File: src/hw/rtl/nfa_pkg.sv
package nfa_pkg;

	localparam int MAX_IDS_DEF = 256;

	// used map row geometry
	localparam int ROW_W  = 32;
	localparam int ROW_LG = 5;

	localparam logic [8:0] POOL_RST   = 9'd256;
	localparam logic [6:0] OPT_PERIOD = 7'd100;

	localparam logic [1:0] CMD_ALLOC = 2'd0;
	localparam logic [1:0] CMD_FREE  = 2'd1;
	localparam logic [1:0] CMD_CLEAR = 2'd2;

	localparam logic [1:0] ST_OK   = 2'd0;
	localparam logic [1:0] ST_FULL = 2'd1;
	localparam logic [1:0] ST_BAD  = 2'd2;

	typedef struct packed {
		logic       capture;
		logic       load_hint;
		logic       mod_start;
		logic       mod_step;
		logic       load_rem;
		logic       load_opt;
		logic       scan_run;
		logic       grant;
		logic       opt_set;
		logic       rd_id;
		logic       free_commit;
		logic       clear;
		logic       set_status;
		logic [1:0] status;
		logic       publish;
	} ctrl_cmd_t;

	typedef struct packed {
		logic [1:0] cmd;
		logic       hint_ok;
		logic       id_ok;
		logic       mod_done;
		logic       found;
		logic       last;
		logic       opt_due;
		logic       free_hit;
	} dp_sts_t;

endpackage

File: src/hw/rtl/nfa_ctrl.sv
module nfa_ctrl (
	input  logic               clk,
	input  logic               arst_n,
	input  logic               in_valid,
	output logic               in_ready,
	output logic               out_valid,
	input  logic               out_ready,
	input  nfa_pkg::dp_sts_t   sts,
	output nfa_pkg::ctrl_cmd_t cmd
);
	import nfa_pkg::*;

	typedef enum logic [2:0] {
		S_IDLE,
		S_DECODE,
		S_MOD,
		S_SCAN,
		S_OPT_LOAD,
		S_OPT_SCAN,
		S_FREE_CHK,
		S_DONE
	} state_t;

	state_t state_q;
	state_t state_nx;
	logic   out_valid_q;

	assign in_ready  = (state_q == S_IDLE);
	assign out_valid = out_valid_q;

	always_comb begin
		cmd      = '0;
		state_nx = state_q;
		case (state_q)
			S_IDLE: begin
				if (in_valid) begin
					cmd.capture = 1'b1;
					state_nx    = S_DECODE;
				end
			end
			S_DECODE: begin
				case (sts.cmd)
					CMD_ALLOC: begin
						if (sts.hint_ok) begin
							cmd.load_hint = 1'b1;
							state_nx      = S_SCAN;
						end else begin
							cmd.mod_start = 1'b1;
							state_nx      = S_MOD;
						end
					end
					CMD_FREE: begin
						if (sts.id_ok) begin
							cmd.rd_id = 1'b1;
							state_nx  = S_FREE_CHK;
						end else begin
							cmd.set_status = 1'b1;
							cmd.status     = ST_BAD;
							state_nx       = S_DONE;
						end
					end
					CMD_CLEAR: begin
						cmd.clear = 1'b1;
						state_nx  = S_DONE;
					end
					default: state_nx = S_DONE;
				endcase
			end
			S_MOD: begin
				if (sts.mod_done) begin
					cmd.load_rem = 1'b1;
					state_nx     = S_SCAN;
				end else begin
					cmd.mod_step = 1'b1;
				end
			end
			S_SCAN: begin
				cmd.scan_run = 1'b1;
				if (sts.found) begin
					cmd.grant = 1'b1;
					state_nx  = sts.opt_due ? S_OPT_LOAD : S_DONE;
				end else if (sts.last) begin
					cmd.set_status = 1'b1;
					cmd.status     = ST_FULL;
					state_nx       = S_DONE;
				end
			end
			S_OPT_LOAD: begin
				cmd.load_opt = 1'b1;
				state_nx     = S_OPT_SCAN;
			end
			S_OPT_SCAN: begin
				cmd.scan_run = 1'b1;
				if (sts.found) begin
					cmd.opt_set = 1'b1;
					state_nx    = S_DONE;
				end else if (sts.last) begin
					state_nx = S_DONE;
				end
			end
			S_FREE_CHK: begin
				cmd.free_commit = 1'b1;
				if (!sts.free_hit) begin
					cmd.set_status = 1'b1;
					cmd.status     = ST_BAD;
				end
				state_nx = S_DONE;
			end
			S_DONE: begin
				if (!out_valid_q || out_ready) begin
					cmd.publish = 1'b1;
					state_nx    = S_IDLE;
				end
			end
			default: state_nx = S_IDLE;
		endcase
	end

	always_ff @(posedge clk or negedge arst_n) begin
		if (!arst_n) begin
			state_q     <= S_IDLE;
			out_valid_q <= 1'b0;
		end else begin
			state_q <= state_nx;
			if (cmd.publish) begin
				out_valid_q <= 1'b1;
			end else if (out_ready) begin
				out_valid_q <= 1'b0;
			end
		end
	end

endmodule

File: src/hw/rtl/nfa_datapath.sv
module nfa_datapath #(
	parameter int MAX_IDS = nfa_pkg::MAX_IDS_DEF
) (
	input  logic                clk,
	input  logic                arst_n,
	input  logic                cfg_we,
	input  logic [8:0]          cfg_wdata,
	input  logic [1:0]          command,
	input  logic [7:0]          free_id,
	input  nfa_pkg::ctrl_cmd_t  cmd,
	output nfa_pkg::dp_sts_t    sts,
	output logic [7:0]          granted_id,
	output logic [1:0]          status,
	output logic [8:0]          ids_in_use,
	output logic signed [8:0]   highest_used
);
	import nfa_pkg::*;

	localparam int IDX_W  = $clog2(MAX_IDS);
	localparam int SZ_W   = $clog2(MAX_IDS + 1);
	localparam int NROWS  = (MAX_IDS + ROW_W - 1) / ROW_W;
	localparam int RA_W   = (NROWS > 1) ? $clog2(NROWS) : 1;
	localparam int MOD_CW = $clog2(IDX_W + 1);

	function automatic logic [ROW_W-1:0] lt_mask(input logic [31:0] lim,
	                                             input logic [31:0] row);
		logic [31:0] lr;
		logic [31:0] lb;
		lr = lim >> ROW_LG;
		lb = lim & 32'(ROW_W - 1);
		if (row < lr) begin
			lt_mask = '1;
		end else if (row == lr) begin
			lt_mask = ROW_W'(((ROW_W + 1)'(1) << lb) - (ROW_W + 1)'(1));
		end else begin
			lt_mask = '0;
		end
	endfunction

	// configuration and captured word
	logic [8:0]             pool_size_q;
	logic [SZ_W-1:0]        size_q;
	logic [1:0]             cmd_q;
	logic [7:0]             id_q;

	// allocator state
	logic [ROW_W-1:0]       map_mem [NROWS];
	logic [NROWS-1:0]       row_valid_q;
	logic [IDX_W-1:0]       hint_q;
	logic [SZ_W-1:0]        count_q;
	logic signed [IDX_W:0]  mark_q;
	logic [6:0]             gcnt_q;

	// scan sequencing
	logic [RA_W-1:0]        row_q;
	logic                   pass_q;
	logic [IDX_W-1:0]       start_q;
	logic [RA_W-1:0]        stop_row_q;
	logic [RA_W-1:0]        last_row_q;

	// registered map read
	logic [ROW_W-1:0]       rdata_s1;
	logic                   rvalid_s1;
	logic [RA_W-1:0]        rrow_s1;
	logic                   rpass_s1;
	logic                   reval_s1;

	// remainder unit
	logic [SZ_W:0]          rem_q;
	logic [IDX_W-1:0]       div_q;
	logic [MOD_CW-1:0]      mcnt_q;

	// result staging and output word
	logic [IDX_W-1:0]       res_gid_q;
	logic [1:0]             res_st_q;
	logic [7:0]             granted_id_q;
	logic [1:0]             status_q;
	logic [8:0]             ids_q;
	logic [8:0]             high_q;

	logic [31:0]            act32;
	logic [SZ_W-1:0]        act_size;
	logic [IDX_W-1:0]       ld_start;
	logic [RA_W-1:0]        rd_addr;
	logic                   issue;
	logic [ROW_W-1:0]       base;
	logic [ROW_W-1:0]       cand;
	logic [ROW_LG-1:0]      fbit;
	logic                   found;
	logic [IDX_W-1:0]       found_pos;
	logic [IDX_W-1:0]       hint_nx;
	logic [6:0]             gcnt_nx;
	logic                   opt_due;
	logic [IDX_W-1:0]       id_idx;
	logic [RA_W-1:0]        id_row;
	logic [ROW_LG-1:0]      id_bit;
	logic                   free_hit;
	logic [SZ_W:0]          trial;
	logic                   wr_en;
	logic [RA_W-1:0]        wr_row;
	logic [ROW_W-1:0]       wr_data;

	always_comb begin
		act32 = 32'(pool_size_q);
		if (act32 == 32'd0) begin
			act32 = 32'd1;
		end
		if (act32 > 32'(MAX_IDS)) begin
			act32 = 32'(MAX_IDS);
		end
	end
	assign act_size = SZ_W'(act32);

	assign id_idx   = IDX_W'(32'(id_q));
	assign id_row   = RA_W'(32'(id_q) >> ROW_LG);
	assign id_bit   = id_q[ROW_LG-1:0];
	assign free_hit = rvalid_s1 & rdata_s1[id_bit];

	assign ld_start = cmd.load_rem ? IDX_W'(rem_q) : hint_q;
	assign issue    = cmd.scan_run | cmd.rd_id;
	assign rd_addr  = cmd.rd_id ? id_row : row_q;

	// candidate free bits of the row under evaluation
	always_comb begin
		base = rvalid_s1 ? rdata_s1 : '0;
		cand = ~base & lt_mask(32'(size_q), 32'(rrow_s1));
		if (rpass_s1) begin
			cand = cand & lt_mask(32'(start_q), 32'(rrow_s1));
		end else begin
			cand = cand & ~lt_mask(32'(start_q), 32'(rrow_s1));
		end
		fbit = '0;
		for (int b = ROW_W - 1; b >= 0; b--) begin
			if (cand[b]) begin
				fbit = ROW_LG'(b);
			end
		end
	end

	assign found     = reval_s1 & (|cand);
	assign found_pos = IDX_W'((32'(rrow_s1) << ROW_LG) | 32'(fbit));
	assign hint_nx   = ((32'(found_pos) + 32'd1) == 32'(size_q)) ? '0 :
	                   IDX_W'(32'(found_pos) + 32'd1);
	assign gcnt_nx   = gcnt_q + 7'd1;
	assign opt_due   = (gcnt_nx == OPT_PERIOD);
	assign trial     = {rem_q[SZ_W-1:0], div_q[IDX_W-1]};

	always_comb begin
		wr_en   = 1'b0;
		wr_row  = rrow_s1;
		wr_data = base | (ROW_W'(1) << fbit);
		if (cmd.grant) begin
			wr_en = 1'b1;
		end else if (cmd.free_commit && free_hit) begin
			wr_en   = 1'b1;
			wr_row  = id_row;
			wr_data = rdata_s1 & ~(ROW_W'(1) << id_bit);
		end
	end

	always_comb begin
		sts          = '0;
		sts.cmd      = cmd_q;
		sts.hint_ok  = (SZ_W'(hint_q) < size_q);
		sts.id_ok    = (32'(id_q) < 32'(size_q));
		sts.mod_done = (mcnt_q == '0);
		sts.found    = found;
		sts.last     = reval_s1 & rpass_s1 & (rrow_s1 == stop_row_q);
		sts.opt_due  = opt_due;
		sts.free_hit = free_hit;
	end

	always_ff @(posedge clk) begin
		if (issue) begin
			rdata_s1  <= map_mem[rd_addr];
			rvalid_s1 <= row_valid_q[rd_addr];
			rrow_s1   <= rd_addr;
			rpass_s1  <= pass_q;
		end
		if (wr_en) begin
			map_mem[wr_row] <= wr_data;
		end
		if (cmd.capture) begin
			cmd_q  <= command;
			id_q   <= free_id;
			size_q <= act_size;
		end
		if (cmd.publish) begin
			granted_id_q <= 8'(32'(res_gid_q));
			status_q     <= res_st_q;
			ids_q        <= 9'(32'(count_q));
			high_q       <= 9'(32'(mark_q));
		end
	end

	always_ff @(posedge clk or negedge arst_n) begin
		if (!arst_n) begin
			pool_size_q <= POOL_RST;
			row_valid_q <= '0;
			hint_q      <= '0;
			count_q     <= '0;
			mark_q      <= '1;
			gcnt_q      <= '0;
			row_q       <= '0;
			pass_q      <= 1'b0;
			start_q     <= '0;
			stop_row_q  <= '0;
			last_row_q  <= '0;
			reval_s1    <= 1'b0;
			rem_q       <= '0;
			div_q       <= '0;
			mcnt_q      <= '0;
			res_gid_q   <= '0;
			res_st_q    <= ST_OK;
		end else begin
			reval_s1 <= cmd.scan_run;
			if (cfg_we) begin
				pool_size_q <= cfg_wdata;
			end
			if (cmd.capture) begin
				res_gid_q <= '0;
				res_st_q  <= ST_OK;
			end
			if (cmd.set_status) begin
				res_st_q <= cmd.status;
			end
			if (cmd.mod_start) begin
				rem_q  <= '0;
				div_q  <= hint_q;
				mcnt_q <= MOD_CW'(IDX_W);
			end
			if (cmd.mod_step) begin
				rem_q  <= (trial >= (SZ_W + 1)'(size_q)) ?
				          trial - (SZ_W + 1)'(size_q) : trial;
				div_q  <= div_q << 1;
				mcnt_q <= mcnt_q - MOD_CW'(1);
			end
			if (cmd.load_hint || cmd.load_rem) begin
				start_q    <= ld_start;
				row_q      <= RA_W'(32'(ld_start) >> ROW_LG);
				stop_row_q <= RA_W'(32'(ld_start) >> ROW_LG);
				pass_q     <= 1'b0;
				last_row_q <= RA_W'((32'(size_q) - 32'd1) >> ROW_LG);
			end
			if (cmd.load_opt) begin
				start_q    <= hint_q;
				row_q      <= '0;
				stop_row_q <= RA_W'(32'(hint_q) >> ROW_LG);
				pass_q     <= 1'b1;
			end
			if (cmd.scan_run) begin
				if (!pass_q && (row_q == last_row_q)) begin
					row_q  <= '0;
					pass_q <= 1'b1;
				end else if (!(pass_q && (row_q == stop_row_q))) begin
					row_q <= row_q + RA_W'(1);
				end
			end
			if (wr_en) begin
				row_valid_q[wr_row] <= 1'b1;
			end
			if (cmd.grant) begin
				res_gid_q <= found_pos;
				hint_q    <= hint_nx;
				count_q   <= count_q + SZ_W'(1);
				gcnt_q    <= opt_due ? '0 : gcnt_nx;
				if ($signed({1'b0, found_pos}) > mark_q) begin
					mark_q <= $signed({1'b0, found_pos});
				end
			end
			if (cmd.opt_set) begin
				hint_q <= found_pos;
			end
			if (cmd.free_commit && free_hit) begin
				count_q <= count_q - SZ_W'(1);
				if (id_idx < hint_q) begin
					hint_q <= id_idx;
				end
			end
			if (cmd.clear) begin
				row_valid_q <= '0;
				hint_q      <= '0;
				count_q     <= '0;
				mark_q      <= '1;
				gcnt_q      <= '0;
			end
		end
	end

	assign granted_id   = granted_id_q;
	assign status       = status_q;
	assign ids_in_use   = ids_q;
	assign highest_used = $signed(high_q);

endmodule

File: src/hw/rtl/next_fit_id_allocator_unit.sv
// Next-fit ID allocator. One command word is taken at a time and answered with
// one result word; the result register frees the input side while a result
// waits. Allocate examines the 32-bit used-map rows, at most ceil(pool/32)+1 of
// them, since the map has a single read port and is read one row per cycle;
// a bit-serial remainder runs first when the hint lies beyond a shrunk pool,
// and every 100th grant adds a second scan from row 0.
module next_fit_id_allocator_unit #(
	parameter int MAX_IDS = nfa_pkg::MAX_IDS_DEF
) (
	input  logic              clk,
	input  logic              arst_n,
	input  logic              cfg_valid,
	output logic              cfg_ready,
	input  logic [8:0]        pool_size,
	input  logic              in_valid,
	output logic              in_ready,
	input  logic [1:0]        command,
	input  logic [7:0]        free_id,
	output logic              out_valid,
	input  logic              out_ready,
	output logic [7:0]        granted_id,
	output logic [1:0]        status,
	output logic [8:0]        ids_in_use,
	output logic signed [8:0] highest_used
);
	import nfa_pkg::*;

	ctrl_cmd_t ctl;
	dp_sts_t   dps;

	assign cfg_ready = 1'b1;

	nfa_ctrl u_ctrl (
		.clk       (clk),
		.arst_n    (arst_n),
		.in_valid  (in_valid),
		.in_ready  (in_ready),
		.out_valid (out_valid),
		.out_ready (out_ready),
		.sts       (dps),
		.cmd       (ctl)
	);

	nfa_datapath #(
		.MAX_IDS (MAX_IDS)
	) u_dp (
		.clk          (clk),
		.arst_n       (arst_n),
		.cfg_we       (cfg_valid & cfg_ready),
		.cfg_wdata    (pool_size),
		.command      (command),
		.free_id      (free_id),
		.cmd          (ctl),
		.sts          (dps),
		.granted_id   (granted_id),
		.status       (status),
		.ids_in_use   (ids_in_use),
		.highest_used (highest_used)
	);

endmodule

File: config.mk
export PLATFORM = sky130hd
export DESIGN_NAME = next_fit_id_allocator_unit
export DESIGN_NICKNAME = d
export VERILOG_FILES = /design/src/hw/rtl/nfa_pkg.sv /design/src/hw/rtl/nfa_ctrl.sv /design/src/hw/rtl/nfa_datapath.sv /design/src/hw/rtl/next_fit_id_allocator_unit.sv
export SDC_FILE = /design/constraint.sdc
export NUM_CORES = 1
export LEC_CHECK = 0
export ABC_AREA = 1
export ABC_CLOCK_PERIOD_IN_PS = 7500
export BUFFER_PORTS_ARGS = -buffer_cell sky130_fd_sc_hd__buf_2
export CAP_MARGIN = 10
export CORE_UTILIZATION = 35
export DETAILED_ROUTE_END_ITERATION = 10
export MAX_ROUTING_LAYER = met4
export SLEW_MARGIN = 15
export SYNTH_ARGS = -nofsm -noshare
export SYNTH_HDL_FRONTEND = slang
export SYNTH_HIERARCHICAL = 1
export SYNTH_SLANG_ARGS = --single-unit
File: constraint.sdc
create_clock -name clk -period 7.5 [get_ports clk]
set_input_delay 1.125 -clock clk [delete_from_list [all_inputs] [get_ports clk]]
set_output_delay 1.125 -clock clk [all_outputs]
set_load 0.02 [all_outputs]
==> impl.org, run 1 <==
** Detailed routing
- The final layout contains routed wiring with a total length of 70600 µm.
- In the routed layout, each cell is associated on average with a via count of 5.53.
- For this run, design rule violations remaining after detail routing come to 0.
- After the first detailed-routing iteration, the DRC count stood at approximately 2000.
- Total number of vias :: ~19000
- The first TritonRoute pass finished after 5 iterations.
- In the final routed layout, each cell accounts on average for 20.5 µm.
- Number of routed nets with antenna violations :: 0

** Pwr
- IR analysis of the VDD net gives a maximum drop of roughly 0.33 mV.
- The design draws 0.0125 W.
- In this run the static leakage power is 10.1 nW.
- Total power divided by cell area :: 484 nW/µm²

** Timing
- Unrepaired setup endpoints after global routing :: no
- Between clock sinks in the finished design, the worst skew comes to 29.0 ps.
- Aggregate negative setup slack :: 0 ps
- Actual slew at the worst max-slew pin :: 1110 ps
- On the final layout, the worst hold slack is 442 ps.
- Dividing the final minimum period by the clock period gives 87.5%.
- Setup violations remaining at the end of the flow were counted as 0.
- Headroom to the max-slew limit :: about a quarter
- The max-slew violation count came to 0.
- Upper clock frequency limit :: 152 MHz
- Subtracting the final worst setup slack from the clock period gives 6560 ps.
- Hold Vio Cnt, Final :: 0

** Hold path
- The worst hold path was traced through 0 stages.
- The worst hold path begins at u_dp/count_q[8].
- The path class of the tightest hold or removal check is flip-flop to flip-flop.
- The path with the worst hold slack has its endpoint at u_dp/ids_in_use[8].

** Critical path
- FF-to-FF End :: u_dp/hint_q[6]
- STA classifies the critical path startpoint as a flip-flop.
- Among the stages of the critical path, the cell type that occurs most often is sky130_fd_sc_hd__nand2_1.
- STA puts the critical path data arrival time at 7040 ps.
- Crit path max fanout :: 13
- Class of the most critical setup path :: flip-flop to flip-flop
- For this design, the slowest cell found on the critical path is sky130_fd_sc_hd__inv_1.
- Worst R2R Start :: u_dp/rrow_s1[0]
- The worst register-to-register path has a depth of 57.
- Worst Setup End Kind :: flip-flop
- For this run, the slowest stage of the critical path takes ~550 ps.
- STA puts the critical path data required time at between 7000 and 8000 ps.
- In this run the register-to-register setup slack is 940 ps.

** Yosys
- The netlist uses 65 different library cells.
- In the synthesized netlist, the number of instances is 2529.
- Summed over all instances, the cell type with the most area after synthesis is sky130_fd_sc_hd__edfxtp_1.
- Total standard cell area after synthesis :: ~23000 µm²
- A synthesized cell averages 9.17 µm².
- Seq/Total Area, Yosys :: between 50% and 60%
- Async set-or-reset flop fraction in the synthesized netlist :: 22.9%
- Flip-flop and latch count after synthesis :: between 400 and 500
- Prevailing post-synth register cell :: sky130_fd_sc_hd__edfxtp_1
- In the post-synthesis netlist, the biggest area contributors are sky130_fd_sc_hd__edfxtp_1, sky130_fd_sc_hd__dfrtp_1, sky130_fd_sc_hd__nor2_1.
- Most common library cells after synthesis :: sky130_fd_sc_hd__nor2_1, sky130_fd_sc_hd__nand2_1, sky130_fd_sc_hd__edfxtp_1, sky130_fd_sc_hd__o21ai_0, sky130_fd_sc_hd__inv_1
- Most repeated cell in the gate-level netlist after synthesis :: sky130_fd_sc_hd__nor2_1
- During synthesis, Yosys emitted a total of 6 warnings.
- The number of nets in the synthesized netlist is around 2600.
- Proportion of netlist area held by the largest area contributor :: around 44%
- Count of flip-flops with a built-in enable after synthesis :: 340

** Placement
- Buffers placed on the I/O ports in this run total 53.
- Gp weighted congestion :: 0.978
- Summed over all nets, the half-perimeter wirelength after detailed placement is 47100 µm.
- Number of instances in the placed design :: around 3300

** Clocking
- The number of clock buffers added by TritonCTS is 48.
- TritonCTS clock tree :: done
- Post-CTS setup buffer count :: 0
- Clock sink total :: about 440
- In this run, post-CTS hold repair placed 0 buffers.
- Clock tree root driver cell :: sky130_fd_sc_hd__clkbuf_16
- After clock tree synthesis, the clock-pin slew on the worst setup and hold paths is 60 ps.
- Cts repair resizes :: 0
- Max Root-Sink Buffers :: 3
- Clock latency on the worst-skew pair, taken at its later pin, is roughly 600 ps.
- The clock tree synthesis step divided the H-tree into 2 levels.

** Floorplan
- Std-Cell Core Area :: around 65000 µm²
- The die is 259 µm tall.
- Die ar. :: between 60000 and 70000 µm²
- Die X-Extent :: 259 µm
- For this design the top-level I/O count stands at 55.
- Core Rows :: 93
- Once the floorplan was initialized, standard cells occupied 35.7% of the core.

** Global routing
- After global routing the overflow that remains totals 0.
- Global-route wire length before repair :: 108000 µm
- Pin count of the biggest net entering global routing :: 77
- Number of antenna violations at the first check in global routing :: 1
- Total global routing track utilization :: 21.6%
- Via count of the first global-routing pass :: approximately 18000

** Final layout
- Of the cells placed in the final design, the portion with a size suffix greater than 1 is a little over 9%.
- Compared with the post-synthesis result, the final layout area differs by 11.9%.
- In the final design database the tool counted 2630 nets.
- Number of non-filler instances in the completed layout :: about 3400
- After filler insertion, the fill cell instance count of the layout stands at 6405.
- In the final layout, flip-flops and latches occupy 12700 µm².
- Summing all multi-input logic gate instances after layout gives around 9200 µm².

** Status
- Result of the run :: finished, final reports clean

** Job
- Across the run, the number of max-cap violations was 0.
worst max-delay path, delay by kind of cell (launching register included):
family	cells	cell delay, ps
AO/OA/AOI/OAI	4	400
XOR/XNOR	1	170
adder cells (fa/ha/maj)	2	560
buffers and inverters	5	1040
flip-flops	1	460
AND/OR/NAND/NOR	45	3790
metrics by stage:
step | instance area, µm² | util, % | setup slack (ps)
after floorplan | 23200 | - | 1780
after global placement | 24400 | 37.6 | 1110
after detailed placement | 24400 | 37.6 | 1100
after CTS | 25900 | 39.9 | 1070
after global routing | 25900 | 39.9 | 104
final | 25900 | 39.9 | 937
metal layers:
layer	up-vias	global-route usage [%]	routed length (µm)
li1	8919	-	-
met1	9239	29.4	32100
met2	729	33.2	31700
met3	112	3.06	4920
met4	0	6.70	1880
met5	-	-	0
cells in the final DEF, fill, tap and decap left out, types with 6 or more instances in the layout:
cell type / n
sky130_fd_sc_hd__nor2_1: 418
sky130_fd_sc_hd__nand2_1: 350
sky130_fd_sc_hd__edfxtp_1: 340
sky130_fd_sc_hd__o21ai_0: 260
sky130_fd_sc_hd__inv_1: 189
sky130_fd_sc_hd__nand3_1: 124
sky130_fd_sc_hd__a21oi_1: 115
sky130_fd_sc_hd__dfrtp_1: 91
sky130_fd_sc_hd__nand4_1: 80
sky130_fd_sc_hd__a31oi_1: 66
sky130_fd_sc_hd__ha_1: 63
sky130_fd_sc_hd__buf_2: 52
sky130_fd_sc_hd__clkbuf_16: 49
sky130_fd_sc_hd__o22ai_1: 41
sky130_fd_sc_hd__buf_4: 38
sky130_fd_sc_hd__a22oi_1: 25
sky130_fd_sc_hd__nor3_1: 23
sky130_fd_sc_hd__xor2_1: 23
sky130_fd_sc_hd__o211ai_1: 16
sky130_fd_sc_hd__clkinv_1: 15
sky130_fd_sc_hd__inv_2: 14
sky130_fd_sc_hd__nor2_4: 14
sky130_fd_sc_hd__clkbuf_1: 13
sky130_fd_sc_hd__dfstp_2: 10
sky130_fd_sc_hd__clkinv_2: 9
sky130_fd_sc_hd__nor2_2: 8
sky130_fd_sc_hd__o31ai_1: 8
sky130_fd_sc_hd__or2_2: 8
sky130_fd_sc_hd__o2111ai_1: 7
sky130_fd_sc_hd__nor4_1: 7
sky130_fd_sc_hd__a21boi_0: 7
sky130_fd_sc_hd__nand2_2: 6
cell families (layout without fill, tap and decap cells):
logic type | count (synthesis) | after routing | synth area share, %
other | 1 | 2 | 0.0162
XOR/XNOR | 29 | 29 | 1.15
flip-flops | 441 | 441 | 55.0
AO/OA/AOI/OAI | 592 | 592 | 14.7
adder cells (fa/ha/maj) | 65 | 65 | 3.57
buffers and inverters | 343 | 394 | 5.87
AND/OR/NAND/NOR | 1058 | 1058 | 19.7
area by class of cell:
| type | instances | share of cell area, % |
|---|---|---|
| Sequential cell | 441 | 49.2 |
| Multi-Input combinational cell | 1745 | 35.4 |
| Clock buffer | 64 | 5.02 |
| Tap cell | 855 | 4.12 |
| Inverter | 213 | 3.11 |
| Timing Repair Buffer | 92 | 2.26 |
| Clock inverter | 25 | 0.917 |
| Antenna cell | 1 | 0.00965 |
flip-flops by register name, summed over array words and instances (netlist names), 9 cells and up:
signal	flops
u_dp/ids_in_use	9
u_dp/highest_used	9
u_dp/mark_q	9
u_dp/count_q	9
u_dp/rem_q	9
u_dp/pool_size_q	9
u_dp/size_q	9
u_dp/rdata_s1	32
u_dp/map_mem	256
worst max path at each step:
stage | startpoint | endpoint | slack [ps] | cells past startpoint
final | u_dp/rrow_s1[0] | u_dp/hint_q[6] | 940 | 57
after global routing | u_dp/start_q[4] | u_dp/hint_q[2] | 100 | 62
after CTS | u_dp/start_q[4] | u_dp/hint_q[6] | 1070 | 40
after detailed placement | u_dp/start_q[4] | u_dp/hint_q[6] | 1100 | 40
after global placement | u_dp/size_q[5] | u_dp/hint_q[2] | 1110 | 56
after floorplan | u_dp/start_q[3] | u_dp/map_mem[7][0] | 1780 | 32
report_power, final:
| group | leakage [nW] | total, W | internal (W) | switching [W] |
|---|---|---|---|---|
| clock | 0.752 | 0.00233 | 0.00134 | 0.000998 |
| sequential | 4.40 | 0.00406 | 0.00362 | 0.000437 |
| combinational | 4.98 | 0.00616 | 0.00175 | 0.00441 |
No activity file was read; power rests on OpenSTA's default activity.
==> inputs of run 2 (changes only) <==
--- a/config.mk
+++ b/config.mk
@@ -9,10 +9,12 @@
 export ABC_CLOCK_PERIOD_IN_PS = 7500
 export BUFFER_PORTS_ARGS = -buffer_cell sky130_fd_sc_hd__buf_2
 export CAP_MARGIN = 10
+export CELL_PAD_IN_SITES_DETAIL_PLACEMENT = 1
+export CELL_PAD_IN_SITES_GLOBAL_PLACEMENT = 2
 export CORE_UTILIZATION = 35
 export DETAILED_ROUTE_END_ITERATION = 10
 export MAX_ROUTING_LAYER = met4
-export SLEW_MARGIN = 15
+export PLACE_DENSITY_LB_ADDON = 0.1
 export SYNTH_ARGS = -nofsm -noshare
 export SYNTH_HDL_FRONTEND = slang
 export SYNTH_HIERARCHICAL = 1
==> run 2 against run 1 <==
  * Non-clock buffer count rose by 3
  * Largest power group unchanged
  * Die area did not move
  * Register-to-register slack got worse by 230 ps
==> impl.org, run 2 (synthesis gave the netlist of run 1 again) <==
** Detailed routing
- Drt via density :: 5.48 (was 5.53)
- Detail-routed net length per standard cell :: 23.3 µm (was 20.5 µm)
- Number of routed nets with antenna violations :: 0 (unchanged)
- The wire length on met2 is 37900 µm (was 31700 µm).
- Total wire length :: 80300 µm (was 70600 µm)
- The vias after detailed routing came to 18865 (was 18999).
- Uppermost metal layer occupied by signal nets :: met4 (unchanged)
- The DRC violation total after the first TritonRoute iteration came to 1177 (was 2042).
- The residual DRC count is 0 (unchanged).
- The met1 wire length is 38800 µm (was 32100 µm).
- The detailed route wirelength on metal3 came to 2460 µm (was 4920 µm).
- The number of search-and-repair iterations in the first detailed-routing pass was 5 (unchanged).

** Pwr
- Relative contribution of the clock network to total power :: 20.2% (was 18.6%)
- The highest ir drop seen on vdd came to 0.226 mV (was 0.332 mV).
- Internal cell power :: 0.00696 W (was 0.00671 W)
- Total power divided by cell area :: 500 nW/µm² (was 484 nW/µm²)
- The share of power burned in combinational logic is 48.8% (was 49.1%).
- Proportion of total power due to net switching :: 47.0% (was 46.6%)
- The net switching component of the power came to 0.00619 W (was 0.00584 W).
- The static power due to leakage was 10.3 nW (was 10.1 nW).
- The sequential cell fraction of total power came to 31.1% (was 32.3%).

** Final layout
- Commonest cells after routing, fill and taps aside :: sky130_fd_sc_hd__nor2_1, sky130_fd_sc_hd__nand2_1, sky130_fd_sc_hd__edfxtp_1, sky130_fd_sc_hd__o21ai_0, sky130_fd_sc_hd__inv_1 (unchanged)
- Fraction of final layout cells with drive strength greater than 1 :: 9.81% (was 9.22%)
- Total non-filler cell area in the finished layout :: 26300 µm² (was 25900 µm²)
- Final-layout fill cell count :: 7440 (was 6405)
- Sequential cell area :: 12800 µm² (was 12700 µm²)
- The layout overhead on the synthesized area was 13.5% (was 11.9%).
- The most common cell after layout, fill and taps aside was sky130_fd_sc_hd__nor2_1 (unchanged).
- The largest register by flop count is u_dp/map_mem (unchanged).
- Number of nets in the layout :: 2636 (was 2630)
- Top Registers :: u_dp/map_mem (256), u_dp/rdata_s1 (32) (unchanged)
- The area of the multi-input gates was 9190 µm² (was 9180 µm²).
- Utilization of the core after routing :: 40.5% (was 39.9%)
- The number of flip-flops in the largest register was 256 (unchanged).

** Floorplan
- The die width is 259 µm (unchanged).
- I/O pin count :: 55 (unchanged)
- The row count was 93 (unchanged).
- Initial Util :: 35.7% (unchanged)
- Die ar. :: 67300 µm² (unchanged)
- Std-Cell Core Area :: 64900 µm² (unchanged)
- Y dimension of the die :: 259 µm (unchanged)

** Timing
- Actual slew at the worst max-slew pin :: 1220 ps (was 1110 ps)
- Hold Vio Cnt, Final :: 0 (unchanged)
- The clock skew is 34.1 ps (was 29.0 ps).
- The worst slew slack as a fraction of its limit is 18.5% (was 25.6%).
- The achievable clock frequency is 147 MHz (was 152 MHz).
- Final worst path period share :: 90.6% (was 87.5%)
- The worst-case setup margin in the final layout was 704 ps (was 937 ps).
- Endpoints failing setup :: 0 (unchanged)
- Unrepaired setup endpoints after global routing :: no (unchanged)
- Clock period minus final worst setup slack :: 6800 ps (was 6560 ps)
- The max-slew violation count was 0 (unchanged).
- The final hold slack came to 451 ps (was 442 ps).
- Aggregate negative setup slack :: 0 ps (unchanged)

** Critical path
- Class of the most critical setup path :: flip-flop to flip-flop (unchanged)
- The critical path's most frequent cell was sky130_fd_sc_hd__nand2_1 (unchanged).
- Worst Setup End Kind :: flip-flop (unchanged)
- Highest cell delay on the worst timing path :: 590 ps (was 550 ps)
- Critical Path Start Type :: flip-flop (unchanged)
- The required time of the critical path is 7980 ps (about the same).
- Depth of the worst register-to-register path :: 57 (unchanged)
- The largest fanout on the critical path is 9 (was 13).
- Master of the slowest instance on the critical path :: sky130_fd_sc_hd__edfxtp_1 (was sky130_fd_sc_hd__inv_1)
- The data arrival time at the worst-slack endpoint was 7270 ps (was 7040 ps).

** Global routing
- The overall fraction of global-route tracks in use was 24.8% (was 21.6%).
- Via count of the first global-routing pass :: 19390 (was 18170)
- The number of antenna violations at the first check in global routing is 0 (was 1).
- Total congestion overflow :: 0 (unchanged)
- Pin count of the biggest net entering global routing :: 134 (was 77)
- The wire length of the first global-routing pass was 123000 µm (was 108000 µm).

** Clocking
- Clock sink total :: 441 (unchanged)
- Clock slew at the register clock pins of the worst setup and hold paths :: 60 ps (about the same)
- Total clock buffers created by CTS :: 51 (was 48)
- Latest clock arrival within the worst-skew pair :: 630 ps (was 610 ps)
- The number of buffers on the longest clock path was 3 (unchanged).
- The CTS tree is done (unchanged).
- The cts-stage hold buffer count came to 0 (unchanged).
- H-tree depth reported by CTS :: 2 (unchanged)
- Clock tree root driver cell :: sky130_fd_sc_hd__clkbuf_16 (unchanged)

** Hold path
- The number of cells on the worst hold path is 0 (unchanged).
- Worst hold path class :: flip-flop to flip-flop (unchanged)

** Placement
- The post-place instance area was 24500 µm² (was 24400 µm²).
- The final weighted congestion of routability-driven global placement is 0.893 (was 0.978).
- The number of port buffers was 53 (unchanged).
- The worst-case setup slack after placement came to 722 ps (was 1100 ps).
- The HPWL reported at the end of detailed placement was 55500 µm (was 47100 µm).

** Job
- The number of maximum-capacitance constraint violations was 0 (unchanged).

** Status
- Result of the run :: finished, final reports clean (unchanged)
-- run 2: changes by cell type in the layout (fill, tap and decap cells not counted), moves of 2 or more --
| cell | previous run | this run |
|---|---|---|
| sky130_fd_sc_hd__clkinv_16 | 0 | 2 |
| sky130_fd_sc_hd__dfrtp_1 | 91 | 89 |
| sky130_fd_sc_hd__buf_4 | 38 | 34 |
| sky130_fd_sc_hd__inv_6 | 4 | 1 |
| sky130_fd_sc_hd__dfrtp_2 | 0 | 2 |
| sky130_fd_sc_hd__inv_16 | 2 | 0 |
| sky130_fd_sc_hd__clkbuf_16 | 49 | 51 |
| sky130_fd_sc_hd__bufinv_16 | 3 | 9 |
| sky130_fd_sc_hd__clkinvlp_4 | 2 | 4 |
| sky130_fd_sc_hd__buf_12 | 2 | 9 |
| sky130_fd_sc_hd__clkbuf_1 | 13 | 9 |
| sky130_fd_sc_hd__inv_4 | 0 | 2 |
-- run 2: final timing paths --
check	start	endpoint	slack, ps
max	u_dp/size_q[2]	u_dp/hint_q[2]	700
min	u_dp/res_gid_q[7]	u_dp/granted_id[7]	450
max reg2reg	u_dp/size_q[2]	u_dp/hint_q[2]	700
min reg2reg	u_dp/res_gid_q[7]	u_dp/granted_id[7]	450
max in group asynchronous	arst_n	u_dp/count_q[4]	5780
min in group asynchronous	arst_n	u_dp/mcnt_q[3]	580
-- run 2: per-stage QoR --
stage / cells / power, W
after global routing: 3444 / 0.0141
final: 3445 / 0.0132
after floorplan: 2529 / 0.00814
after global placement: 3346 / 0.0104
after CTS: 3441 / 0.0132
after detailed placement: 3346 / 0.0105
-- run 2: critical path: cells and delay by family (launching register included) --
kind | cells | cell delay (ps)
and+or+nand+nor | 47 | 4160
adders and majority gates | 3 | 810
DFF | 1 | 590
AOI/OAI and AO/OA | 3 | 570
buffers and inverters | 3 | 400
xor gates and xnor gates | 1 | 130
-- run 2: routing by layer --
metal | GRT usage, % | vias to the layer above
met5 | - | -
met3 | 2.43 | 71
met1 | 34.2 | 9549
met2 | 39.8 | 313
li1 | - | 8932
met4 | 4.75 | 0
-- run 2: what timing repair did --
| action | CTS | global route |
|---|---|---|
| buffers inserted | 0 | 3 |
| gates resized for setup | 0 | 3 |
| setup endpoints to repair | 0 | 8 |
-- run 2: power groups by stage --
| stage | combinational [W] | sequential (W) | clock [W] |
|---|---|---|---|
| 2_1_floorplan | 0.00424 | 0.00390 | 0 |
| 3_3_place_gp | 0.00627 | 0.00412 | 0 |
| 3_5_place_dp | 0.00638 | 0.00412 | 0 |
| 4_1_cts | 0.00642 | 0.00409 | 0.00272 |
| 5_1_grt | 0.00714 | 0.00414 | 0.00280 |
| 6_report | 0.00641 | 0.00409 | 0.00265 |
-- run 2: final cells by class --
class	count	area share, %
Antenna cell	1	0.00951
Clock buffer	61	5.03
Clock inverter	34	1.77
Inverter	213	3.07
Multi-Input combinational cell	1745	34.9
Sequential cell	441	48.5
Tap cell	855	4.07
Timing Repair Buffer	95	2.64
